<file path="config.mk">
export PLATFORM = sky130hd
export DESIGN_NAME = pcgksw_front
export DESIGN_NICKNAME = d
export VERILOG_FILES = /design/src/rtl/core/pcgksw_pkg.sv /design/src/rtl/core/pcgksw_front.sv
export SDC_FILE = /design/constraint.sdc
export NUM_CORES = 1
export LEC_CHECK = 0
export BUFFER_PORTS_ARGS = -buffer_cell sky130_fd_sc_hd__buf_4
export CORE_UTILIZATION = 30
export CTS_CLUSTER_DIAMETER = 200
export CTS_CLUSTER_SIZE = 12
export DETAILED_ROUTE_END_ITERATION = 8
export GPL_TIMING_DRIVEN = 0
export PLACE_DENSITY = 0.57
export SLEW_MARGIN = 20
export SYNTH_ARGS = -nofsm -noshare
export SYNTH_HDL_FRONTEND = slang
export SYNTH_SLANG_ARGS = --single-unit
</file>
<file path="constraint.sdc">
create_clock -name clk -period 6.3 [get_ports clk]
set_input_delay 0.945 -clock clk [delete_from_list [all_inputs] [get_ports clk]]
set_output_delay 0.945 -clock clk [all_outputs]
set_load 0.03 [all_outputs]
</file>
<file path="src/rtl/core/pcgksw_pkg.sv">
`timescale 1ns / 1ps
// Shared types, constants and helpers for the PCG keyed substitution word cipher.
// No dependencies; imported by every module of the block.
package pcgksw_pkg;

  // Item operations
  localparam logic [1:0] OP_LOAD_FWD = 2'd0;
  localparam logic [1:0] OP_LOAD_REV = 2'd1;
  localparam logic [1:0] OP_START    = 2'd2;
  localparam logic [1:0] OP_DATA     = 2'd3;

  // Configuration register indexes
  localparam logic [2:0] CFG_SEED_LO = 3'd0;
  localparam logic [2:0] CFG_SEED_HI = 3'd1;
  localparam logic [2:0] CFG_ANCHOR  = 3'd2;
  localparam logic [2:0] CFG_MASK    = 3'd3;
  localparam logic [2:0] CFG_DIR     = 3'd4;

  // PCG64 LCG multiplier and increment (stream 5)
  localparam logic [127:0] PCG_MUL = {64'h2360ED051FC65DA4, 64'h4385DF649FCCF645};
  localparam logic [127:0] PCG_INC = 128'd11;

  // Number of 32x32 partial products that land in the low 128 bits
  localparam int unsigned NUM_PP = 10;

  typedef struct packed {
    logic [1:0]  op;
    logic [7:0]  idx;
    logic [7:0]  val;
    logic [63:0] word;
  } item_t;

  typedef struct packed {
    logic busy;  // back end working on an item
    logic fin;   // result being written to the output register
  } bk_status_t;

  function automatic logic [63:0] rotr64(input logic [63:0] x, input logic [5:0] r);
    logic [6:0] l;
    l = 7'd64 - {1'b0, r};
    return (x >> r) | (x << l);
  endfunction

  function automatic logic [31:0] limb32(input logic [127:0] x, input logic [1:0] sel);
    return x[{sel, 5'b0} +: 32];
  endfunction

  // Limb pairs (i, j) with i + j <= 3, one per multiplier pass
  function automatic logic [1:0] pp_a(input logic [3:0] k);
    logic [1:0] r;
    case (k)
      4'd0, 4'd1, 4'd3, 4'd6: r = 2'd0;
      4'd2, 4'd4, 4'd7:       r = 2'd1;
      4'd5, 4'd8:             r = 2'd2;
      4'd9:                   r = 2'd3;
      default:                r = 2'd0;
    endcase
    return r;
  endfunction

  function automatic logic [1:0] pp_b(input logic [3:0] k);
    logic [1:0] r;
    case (k)
      4'd0, 4'd2, 4'd5, 4'd9: r = 2'd0;
      4'd1, 4'd4, 4'd8:       r = 2'd1;
      4'd3, 4'd7:             r = 2'd2;
      4'd6:                   r = 2'd3;
      default:                r = 2'd0;
    endcase
    return r;
  endfunction

endpackage

</file>
<file path="src/rtl/core/pcgksw_front.sv">
`timescale 1ns / 1ps
// Front end: accepts input items into a two-entry queue for the back end.
// Depends on pcgksw_pkg.
module pcgksw_front import pcgksw_pkg::*; (
  input  logic        clk,
  input  logic        rst_n,
  input  logic        in_valid,
  output logic        in_ready,
  input  item_t       in_item,
  output logic        q_valid,
  output item_t       q_item,
  input  logic        q_pop,
  output logic [1:0]  q_cnt
);

  item_t      ent_r [2];
  logic       wp_r, rp_r;
  logic [1:0] cnt_r;
  logic       push;

  assign in_ready = (cnt_r != 2'd2);
  assign push     = in_valid && in_ready;
  assign q_valid  = (cnt_r != 2'd0);
  assign q_item   = ent_r[rp_r];
  assign q_cnt    = cnt_r;

  // queue storage
  always_ff @(posedge clk) begin
    if (push) begin
      ent_r[wp_r] <= in_item;
    end
  end

  // pointers and fill count
  always_ff @(posedge clk) begin
    if (!rst_n) begin
      wp_r  <= 1'b0;
      rp_r  <= 1'b0;
      cnt_r <= 2'd0;
    end else begin
      if (push) wp_r <= ~wp_r;
      if (q_pop) rp_r <= ~rp_r;
      cnt_r <= cnt_r + {1'b0, push} - {1'b0, q_pop};
    end
  end

endmodule

</file>
==> results.txt, run 1 <==
----------------------------------------------------
[Placement]
  Placer Congestion ... 0.7314
  PortBufs ... 171
  DP Cell Count ... 726
  HPWL after DPL ... 7.879 mm

[Global routing]
  Most crowded layer after global routing ... met2
  Global-route usage over all layers ... 12.03%
  Remaining global-route overflow ... 0
  Wire length of the first global-routing pass ... 19.22 mm
  Initial antenna violation count ... 0
  Global routing met1 resource utilization ... 13.54%
  Global routing usage on met2 ... 20.17%
  Met3 layer usage reported by global route ... 4.389%
  Largest net degree at the start of global routing ... 51
  Number of global-route vias before repair ... 3599

[Die]
  Area of the die ... 0.02129 mm^2
  Count of boundary I/O pins ... 172
  Initial cell density of the core ... 30.60%
  Core ar. ... 0.02030 mm^2
  Vertical extent of the die ... 145.9 um
  Chip width ... 145.9 um
  Count of standard-cell rows ... 52

[Critical path]
  Category of the most critical setup path ... register to output port
  Critical path required time ... 5.35 ns
  Launching element type of the critical path ... register
  R2R depth ... 4
  Kind of end point of the critical path ... output port
  Crit path max fanout ... 10
  Worst flop-to-flop path startpoint ... q_cnt[0]
  Data arrival time of the critical path ... 1.71 ns

[Timing]
  RSZ-0062 raised after global routing ... false
  Hold violation count in the final report ... 0
  Fmax ... 376.3 MHz
  Final-layout worst hold slack ... 0.5899 ns
  Setup total negative slack ... 0 ns
  Max-slew violations ... 0
  Time the worst path needs with I/O delays and setup ... 2.657 ns
  Worst Max-Slew Pin Slew ... 0.5271 ns
  Final count of negative-setup-slack endpoints ... 0
  Headroom to the max-slew limit ... 64.86%
  Tcrit/Tclk final ... 42.18%
  Final setup skew ... 0.01045 ns

[Status]
  Run status ... finished clean

[Pwr]
  Power density cells ... 340.8 mW/mm^2
  Max VDD drop ... 178.3 uV
  Leakage power summed over all cells ... 3.119 nW
  Power, Total ... 2.873 mW

[Worst hold path]
  Number of cells traversed by the worst hold path ... 2
  Min-Delay Startpoint ... rp_r
  HP Class ... register to register

[Job]
  Max Cap Viol ... 0

[Yosys]
  Distinct cell type count of the synthesized netlist ... 23
  Share of synthesized area occupied by flip-flops and latches ... 80.89%
  Combined area of all synthesized cells ... 0.006212 mm^2
  Synthesized netlist cell count ... 283
  Post-Synthesis Mean Instance Area ... 21.95 um^2
  Ranking of synthesized cells by area ... edfxtp_1, mux2_2, dfxtp_1
  Share of async-settable or async-resettable flops after synthesis ... 0%
  Synthesis warning total ... 0
  Post-synthesis sequential element count ... 169
  Post-synth top flop ... edfxtp_1
  Commonest cells in the synthesized netlist ... edfxtp_1, mux2_2, buf_6
  Number of flops mapped to enable cells by yosys ... 164
  Post-synthesis net count ... 370
  Share of Yosys cell area claimed by the top area cell type ... 79.27%
  Most frequent cell after synthesis ... edfxtp_1
  Cell type with the highest aggregate area in the netlist ... edfxtp_1

[CTS]
  Maximum level of the CTS H-tree ... 4
  CTS tree ... built
  Clock transition time at the flip-flop clock pins of the worst setup and hold paths ... 0.06 ns
  Clock latency of the later-clocked register in the worst-skew pair ... 0.41 ns
  Clk sinks ... 169
  Post-CTS Repair Setup Buffers ... 0
  Number of buffers created by CTS ... 17
  CTS Root Cell ... clkbuf_16
  Maximum clock insertion buffer count ... 2
  Hold_buf cts ... 0
  Cts repair resizes ... 0

[Routing]
  Detailed-route via count ... 3222
  Average wire length per cell after detail routing ... 16.00 um
  Post-DR vias/cell ... 4.273
  Drt drc ... 0
  Number of nets with antenna violations after routing ... 0
  Drt total wl ... 12.06 mm
  First-pass DRT Iterations ... 4
  Number of DRC markers in iteration 0 ... 80

[Finish]
  # fillers ... 1852
  Fin nets ... 562
  Proportion of layout cells with a drive suffix above 1 ... 60.54%
  Synth-to-Final Area Change ... 35.73%
  ANT cells ... 0
  Post-route non-filler standard cell count ... 754

----------------------------------------------------
## cells in the final DEF, fill, tap and decap left out
cell / Yosys / routed
a211o_1: 1 / 1
dfxtp_1: 5 / 5
or2_2: 1 / 1
a21bo_2: 1 / 1
clkinv_2: 0 / 2
clkbuf_16: 0 / 17
nand3_1: 1 / 1
clkinv_4: 0 / 1
ha_1: 1 / 1
buf_16: 0 / 2
clkinv_1: 0 / 3
mux2i_1: 1 / 1
and2_1: 3 / 3
nand3b_1: 2 / 2
edfxtp_1: 164 / 164
bufinv_16: 0 / 2
nand2b_1: 1 / 1
buf_4: 1 / 172
inv_4: 0 / 1
clkbuf_1: 0 / 1
inv_6: 0 / 1
mux2_2: 82 / 82
clkinvlp_4: 0 / 1
and3_4: 0 / 1
xor2_1: 1 / 1
buf_6: 8 / 8
a211oi_1: 1 / 1
xnor2_1: 1 / 1
a21boi_2: 1 / 1
nand2_1: 2 / 2
a21boi_1: 1 / 1
nor4b_1: 1 / 1
inv_1: 2 / 1
## cells by family (layout without fill, tap and decap cells)
family | Yosys count | count (layout) | share of synthesized area, %
DFF | 169 | 169 | 80.89
muxes | 83 | 83 | 15.03
and+or+nand+nor | 12 | 12 | 1.188
buffers and inverters | 11 | 212 | 1.692
AOI/OAI and AO/OA | 5 | 5 | 0.7252
xor gates and xnor gates | 2 | 2 | 0.2820
adders and majority gates | 1 | 1 | 0.2014
## state kept, by name, indices dropped and copies added, names as in the netlist, named ones only
register,flops
ent_r,164
wp_r,1
q_cnt,2
rp_r,1
## metrics by stage
stage	worst slack [ns]	cell area, um^2	util, %
floorplan	2.857	6212	-
global placement	1.681	7834	38.59
detailed placement	3.909	7896	38.90
CTS	3.576	8432	41.54
global route	3.530	8432	41.54
finish	3.643	8432	41.54
## critical path, stage by stage, from the launching register on
cell and delay (ns):
dfxtp_1 0.30, buf_4 0.24, buf_6 0.22, mux2_2 0.36, buf_4 0.17
## path summary, 6_finish.rpt
kind,to,slack [ns]
hold reg to reg,rp_r,0.59
setup / recovery,q_item[75],3.64
setup reg to reg,ent_r[0][12],4.36
hold / removal,rp_r,0.59
## cell type report
class,count,area (um^2),area share (%)
flip-flops and latches,169,5025,59.59
repair buffers,173,1339,15.88
multi-input cells,103,1087,12.90
clock buffers,18,429.2,5.090
well taps,270,337.8,4.007
clock inverters,10,106.4,1.261
plain buffers,9,97.59,1.157
inverters,2,10.01,0.1187
## report_power, final
group	switching [mW]	total [mW]	internal (mW)	leakage (nW)
Clock	0.401	0.972	0.571	0.260
Combinational	0.312	0.534	0.222	1.29
Sequential	0.0228	1.37	1.35	1.57
## layer usage
metal | wire length [um] | up-vias | share of wire, %
met1 | 4976 | 1596 | 41
met5 | 0 | - | 0
li1 | - | 1503 | -
met3 | 750 | 17 | 6.2
met4 | 227 | 0 | 1.9
met2 | 6107 | 106 | 51
(Power assumes the default switching activity.)
==> run 2, diff against run 1 <==
- clock period: 6.3 -> 2.8 ns (I/O delays scaled with it)
==> run 2 against run 1 <==
Compared with the run above: first-iteration DRC count is 50% higher; highest routed layer unchanged; design area grew 0.76%; final cell count rose by 0.66%; setup slack worse by 3.0 ns; count of clock-buffer cells in the layout decreased by 1; largest cell class unchanged; critical path type unchanged; routed wire length fell by 0.71%; critical endpoint is now q_item[63]; utilization is 0.31 points higher.
==> results.txt, run 2 (synthesized netlist as in run 1, its figures left out) <==
----------------------------------------------------
[Timing]
  Worst Max-Slew Pin Slew ... 0.7589 ns (+0.2318 ns)
  Hold violation count in the final report ... 0 (unchanged)
  Fmax ... 470.1 MHz
  Final setup skew ... 0.008048 ns (-0.002405 ns)
  Headroom to the max-slew limit ... 49.41% (-15 points)
  Final count of negative-setup-slack endpoints ... 0 (unchanged)
  Tcrit/Tclk final ... 75.98%
  RSZ-0062 raised after global routing ... false
  Time the worst path needs with I/O delays and setup ... 2.127 ns
  Max-slew violations ... 0 (unchanged)

[Finish]
  ANT cells ... 0 (unchanged)
  Footprint of the multi-input gates ... 0.001087 mm^2 (unchanged)
  Synth-to-Final Area Change ... 36.76%
  Proportion of layout cells with a drive suffix above 1 ... 61.35% (+0.81 points)
  Core Util, Final ... 41.85% (+0.31 points)
  Most frequent cells in the layout ... buf_4, edfxtp_1, mux2_2
  Register ranked first by flip-flop count ... ent_r
  # fillers ... 1854 (+0.11%)
  Fin nets ... 563 (+0.18%)
  FF/Latch Area ... 0.005025 mm^2 (unchanged)
  Most common library cell in the layout ignoring fill and taps ... buf_4
  Max FFs per register ... 164 (unchanged)

[Die]
  Count of boundary I/O pins ... 172 (unchanged)
  Count of standard-cell rows ... 52 (unchanged)
  Chip width ... 145.9 um (unchanged)
  Initial cell density of the core ... 30.60% (unchanged)
  Core ar. ... 0.02030 mm^2 (unchanged)
  Area of the die ... 0.02129 mm^2 (unchanged)
  Vertical extent of the die ... 145.9 um (unchanged)

[CTS]
  Clock latency of the later-clocked register in the worst-skew pair ... 0.41 ns (about the same)
  CTS Root Cell ... clkbuf_16
  Maximum clock insertion buffer count ... 2 (unchanged)
  Number of buffers created by CTS ... 17 (unchanged)
  Maximum level of the CTS H-tree ... 4 (unchanged)
  Clk sinks ... 169 (unchanged)
  Post-CTS Repair Setup Buffers ... 0 (unchanged)
  Clock transition time at the flip-flop clock pins of the worst setup and hold paths ... 0.07 ns (about the same)
  CTS tree ... built
  Cts repair resizes ... 0 (unchanged)
  Hold_buf cts ... 0 (unchanged)

[Placement]
  Placer Congestion ... 0.7092 (-3.0%)
  HPWL after DPL ... 7.926 mm (+0.59%)
  PortBufs ... 171 (unchanged)

[Critical path]
  Launching element type of the critical path ... register
  Worst flop-to-flop path startpoint ... q_cnt[0]
  Category of the most critical setup path ... register to output port
  Critical path required time ... 2.38 ns (-2.97 ns)
  Crit path max fanout ... 10 (unchanged)
  Kind of end point of the critical path ... output port
  Data arrival time of the critical path ... 1.71 ns (about the same)

[Status]
  Run status ... finished clean

[Routing]
  Detailed-route via count ... 3224 (+0.062%)
  Drt total wl ... 11.98 mm (-0.71%)
  Number of nets with antenna violations after routing ... 0 (unchanged)
  First-pass DRT Iterations ... 4 (unchanged)
  Drt drc ... 0 (unchanged)
  Post-DR vias/cell ... 4.248 (-0.60%)
  Number of DRC markers in iteration 0 ... 120 (+50%)
  Average wire length per cell after detail routing ... 15.78 um (-1.4%)

[Job]
  Max Cap Viol ... 0 (unchanged)

[Global routing]
  Remaining global-route overflow ... 0 (unchanged)
  Initial antenna violation count ... 0 (unchanged)
  Largest net degree at the start of global routing ... 51 (unchanged)
  Number of global-route vias before repair ... 3512 (-2.4%)
  Wire length of the first global-routing pass ... 18.79 mm (-2.3%)
  Global-route usage over all layers ... 11.81% (-0.22 points)

[Pwr]
  Power density cells ... 780.2 mW/mm^2 (+130%)
  Power, Total ... 6.628 mW (+130%)
  Max VDD drop ... 386.7 uV (+120%)
  Leakage power summed over all cells ... 3.137 nW (+0.57%)

[Worst hold path]
  Min-Delay Startpoint ... in_item[38]
  HP Class ... input port to register

----------------------------------------------------
-- run 2: cell count changes in the layout (fill, tap and decap cells not counted), sizes merged --
| cell | before | now |
|---|---|---|
| inv | 3 | 6 |
| clkinvlp | 1 | 4 |
| buf | 182 | 183 |
| clkbuf | 18 | 17 |
| clkinv | 6 | 5 |
-- run 2: critical path: stages (launching register included) --
cell and delay [ns]:
dfxtp_1 0.31, buf_4 0.23, buf_6 0.21, mux2_2 0.36, buf_4 0.17
-- run 2: cell type report --
cell class	count	area share, %
Sequential cell	169	59.15
Timing Repair Buffer	174	15.82
Multi-Input combinational cell	103	12.80
Clock buffer	17	5.007
Tap cell	270	3.976
Clock inverter	15	1.973
Buffer	9	1.149
Inverter	2	0.1325
-- run 2: power breakdown --
group          switching, mW  internal, mW  leakage, nW  total, mW
clock                   1.01          1.34        0.281       2.35
combinational          0.701         0.504         1.28       1.20
sequential            0.0505          3.02         1.57       3.08
-- run 2: worst paths after layout --
check | end | slack [ns] | cells past startpoint
setup / recovery | q_item[63] | 0.67 | 4
hold / removal | ent_r[1][38] | 0.19 | 1
setup reg to reg | ent_r[1][65] | 0.75 | 3
hold reg to reg | register | 0.58 | 2
-- run 2: routing by layer --
| metal | share of wire [%] | vias up | GRT usage [%] |
|---|---|---|---|
| met5 | 0 | - | 0 |
| met3 | 6.5 | 7 | 4.295 |
| li1 | - | 1510 | - |
| met1 | 41 | 1602 | 13.55 |
| met4 | 0.98 | 0 | 3.947 |
| met2 | 51 | 105 | 20.33 |
-- run 2: metrics by stage --
step,setup WS (ns),instances,instance area [um^2],TNS (ns),hold WS [ns]
6_report,0.6726,759,8496,0,0.1858
5_1_grt,0.5584,759,8496,0,0.1532
4_1_cts,0.6073,759,8496,0,0.1590
3_5_place_dp,0.7289,727,7903,0,0.5737
3_3_place_gp,-0.3735,724,7839,-30.07,0.5654
2_1_floorplan,0.04110,283,6217,0,0.5189
==> run 3, diff against run 2 <==
- PLACE_DENSITY: 0.57 -> 0.59
- clock period: 2.8 -> 1.75 ns (I/O delays scaled with it)
==> run 3 against run 2 <==
Compared with the run above: the run now ends with setup timing left; flip-flop and latch count unchanged; non-clock buffer count up 9; clock skew about the same; design area up 9.2%; utilization up 3.9 points; global-route usage up 0.85 points; count of clock-buffer cells in the layout up 2; worst hold slack worse by 0.16 ns; power up 64%; via count up 2.5%; register-to-register slack worse by 0.59 ns; highest routed layer unchanged.
==> results.txt, run 3 (synthesized netlist as in run 1, its figures left out) <==
----------------------------------------------------
[Status]
  Run status ... finished, violations left
  Violated checks ... setup timing

[Worst hold path]
  End point of the worst hold path ... ent_r[0][25]
  Number of cells traversed by the worst hold path ... 1 (unchanged)
  HP Class ... input port to register
  Min-Delay Startpoint ... in_item[25]

[Timing]
  Worst Max-Slew Pin Slew ... 0.5418 ns (-0.2171 ns)
  Smallest setup slack after layout ... -0.1033 ns (-0.7759 ns)
  Fmax ... 539.6 MHz
  Hold violation count in the final report ... 0 (unchanged)
  Tcrit/Tclk final ... 105.9%
  Headroom to the max-slew limit ... 63.88% (+14 points)
  Final count of negative-setup-slack endpoints ... 82 (+82)
  Time the worst path needs with I/O delays and setup ... 1.853 ns
  RSZ-0062 raised after global routing ... true
  Max-slew violations ... 0 (unchanged)
  Final-layout worst hold slack ... 0.03047 ns (-0.1553 ns)
  Final setup skew ... 0.008020 ns (-0.00002773 ns)

[Finish]
  Fin nets ... 573 (+1.8%)
  Most common library cell in the layout ignoring fill and taps ... edfxtp_1
  Post-route cell area ... 0.009280 mm^2 (+9.2%)
  Max FFs per register ... 164 (unchanged)
  # fillers ... 1757 (-5.2%)
  Register ranked first by flip-flop count ... ent_r
  Most frequent cells in the layout ... edfxtp_1, buf_4, buf_6
  Synth-to-Final Area Change ... 49.39%
  Proportion of layout cells with a drive suffix above 1 ... 62.73% (+1.4 points)
  ANT cells ... 0 (unchanged)
  Post-route non-filler standard cell count ... 769 (+1.3%)

[CTS]
  CTS Root Cell ... clkbuf_16
  Hold_buf cts ... 0 (unchanged)
  Number of buffers created by CTS ... 17 (unchanged)
  Clk sinks ... 169 (unchanged)
  Maximum clock insertion buffer count ... 2 (unchanged)
  CTS tree ... built
  Clock latency of the later-clocked register in the worst-skew pair ... 0.41 ns (about the same)
  Clock transition time at the flip-flop clock pins of the worst setup and hold paths ... 0.07 ns (about the same)
  Maximum level of the CTS H-tree ... 4 (unchanged)

[Critical path]
  Category of the most critical setup path ... register to output port
  Critical-path cell list ... buf_12 -> buf_12 -> mux2_2 -> buf_6
  Cell repeated most along the worst path ... buf_12
  CP peak stage delay ... 0.39 ns (+0.03 ns)
  Flop2flop setup slack ... 0.16 ns (-0.59 ns)
  R2R depth ... 3 (unchanged)
  Worst Path Buf+Inv ... 3 (unchanged)
  Launching element type of the critical path ... register
  Worst flop-to-flop path startpoint ... q_cnt[0]
  Total number of cells along the worst setup path ... 4 (unchanged)
  Crit path max fanout ... 10 (unchanged)
  Critical R2R Capture ... ent_r[1][12]
  Top cell family by delay on the critical path ... buffers and inverters
  Data arrival time of the critical path ... 1.59 ns (-0.12 ns)
  Kind of end point of the critical path ... output port
  Master of the slowest instance on the critical path ... dfxtp_4
  Critical path required time ... 1.49 ns (-0.89 ns)

[Routing]
  Average wire length per cell after detail routing ... 16.97 um (+7.6%)
  First-pass DRT Iterations ... 4 (unchanged)
  Post-DR vias/cell ... 4.295 (+1.1%)
  Detailed-route via count ... 3303 (+2.5%)
  Number of DRC markers in iteration 0 ... 64 (-47%)
  Drt drc ... 0 (unchanged)
  Number of nets with antenna violations after routing ... 0 (unchanged)
  Drt total wl ... 13.05 mm (+9.0%)

[Placement]
  HPWL after DPL ... 8.536 mm (+7.7%)
  Placer Congestion ... 0.7270 (+2.5%)
  PortBufs ... 171 (unchanged)
  Cell Area, Placed ... 0.007953 mm^2 (+0.63%)
  DP Cell Count ... 728 (+0.14%)

[Pwr]
  Leakage power summed over all cells ... 3.554 nW (+13%)
  Power density cells ... 1174 mW/mm^2 (+50%)
  Sequential Power Share ... 45.4% (-1.0 points)
  Net Sw Frac ... 26.24% (-0.36 points)
  Combinational Power Share ... 22.5% (+4.3 points)
  Max VDD drop ... 638.0 uV (+65%)
  Internal power contribution ... 8.033 mW (+65%)
  Clock network power share ... 32.1% (-3.3 points)
  Power, Total ... 10.89 mW (+64%)
  Switching power ... 2.858 mW (+62%)

[Die]
  Core ar. ... 0.02030 mm^2 (unchanged)
  Count of standard-cell rows ... 52 (unchanged)
  Count of boundary I/O pins ... 172 (unchanged)
  Chip width ... 145.9 um (unchanged)
  Vertical extent of the die ... 145.9 um (unchanged)
  Area of the die ... 0.02129 mm^2 (unchanged)
  Initial cell density of the core ... 30.60% (unchanged)

[Global routing]
  Global-route usage over all layers ... 12.66% (+0.85 points)
  Wire length of the first global-routing pass ... 20.02 mm (+6.5%)
  Remaining global-route overflow ... 0 (unchanged)
  Number of global-route vias before repair ... 3727 (+6.1%)
  Largest net degree at the start of global routing ... 44 (-14%)
  Initial antenna violation count ... 0 (unchanged)

[Job]
  Max Cap Viol ... 0 (unchanged)

----------------------------------------------------
-- run 3: cell types whose count changed in the layout (fill, tap and decap cells not counted), sizes merged --
cell / previous run / this run
and3: 1 / 2
buf: 183 / 189
bufinv: 2 / 1
clkbuf: 17 / 22
inv: 6 / 5
-- run 3: repair_timing --
item                                    4_1_cts  5_1_grt
gates cloned                                  3        3
setup buffers                                 3        0
endpoints found under the setup margin      147       82
pin swaps                                     1        0
gates resized for setup                      97       63
-- run 3: worst max-delay path by stage --
stage,slack [ns],end
detailed placement,-0.13,ent_r[0][5]
global placement,-1.26,ent_r[0][17]
finish,-0.10,q_item[18]
CTS,-0.17,q_item[58]
global route,-0.18,q_item[18]
floorplan,-0.59,ent_r[0][0]
-- run 3: layout make-up --
type                       count  area [um^2]  share of cell area (%)
sequential                   169         5036                   54.27
timing repair buffer         183         1856                   19.99
multi-input combinational    104         1305                   14.06
clock buffer                  19        432.9                   4.665
tap                          270        337.8                   3.640
buffer                         9        180.2                   1.941
clock inverter                13        121.4                   1.308
inverter                       2        11.26                  0.1213
-- run 3: routing by layer --
| metal | wire length, um | share of wire (%) | track usage, % | vias up |
|---|---|---|---|---|
| met5 | 0 | 0 | 0 | - |
| met2 | 6947 | 53 | 21.82 | 111 |
| met3 | 764 | 5.9 | 4.483 | 7 |
| li1 | - | - | - | 1533 |
| met4 | 94 | 0.72 | 3.947 | 0 |
| met1 | 5247 | 40 | 14.71 | 1652 |
-- run 3: power groups by stage --
stage	combinational (mW)	sequential [mW]	clock, mW
2_1_floorplan	1.16	5.02	0
5_1_grt	2.57	4.98	3.78
3_3_place_gp	1.90	5.02	0
6_report	2.45	4.94	3.50
3_5_place_dp	2.00	5.02	0
4_1_cts	2.29	4.94	3.62
-- run 3: per-stage QoR --
| stage | utilization [%] | setup TNS (ns) | setup WS, ns |
|---|---|---|---|
| 2_1_floorplan | - | -80.72 | -0.5945 |
| 3_3_place_gp | 38.69 | -169.81 | -1.264 |
| 3_5_place_dp | 39.18 | -5.092 | -0.1338 |
| 4_1_cts | 44.16 | -10.10 | -0.1651 |
| 5_1_grt | 45.72 | -11.75 | -0.1803 |
| 6_report | 45.72 | -5.670 | -0.1033 |
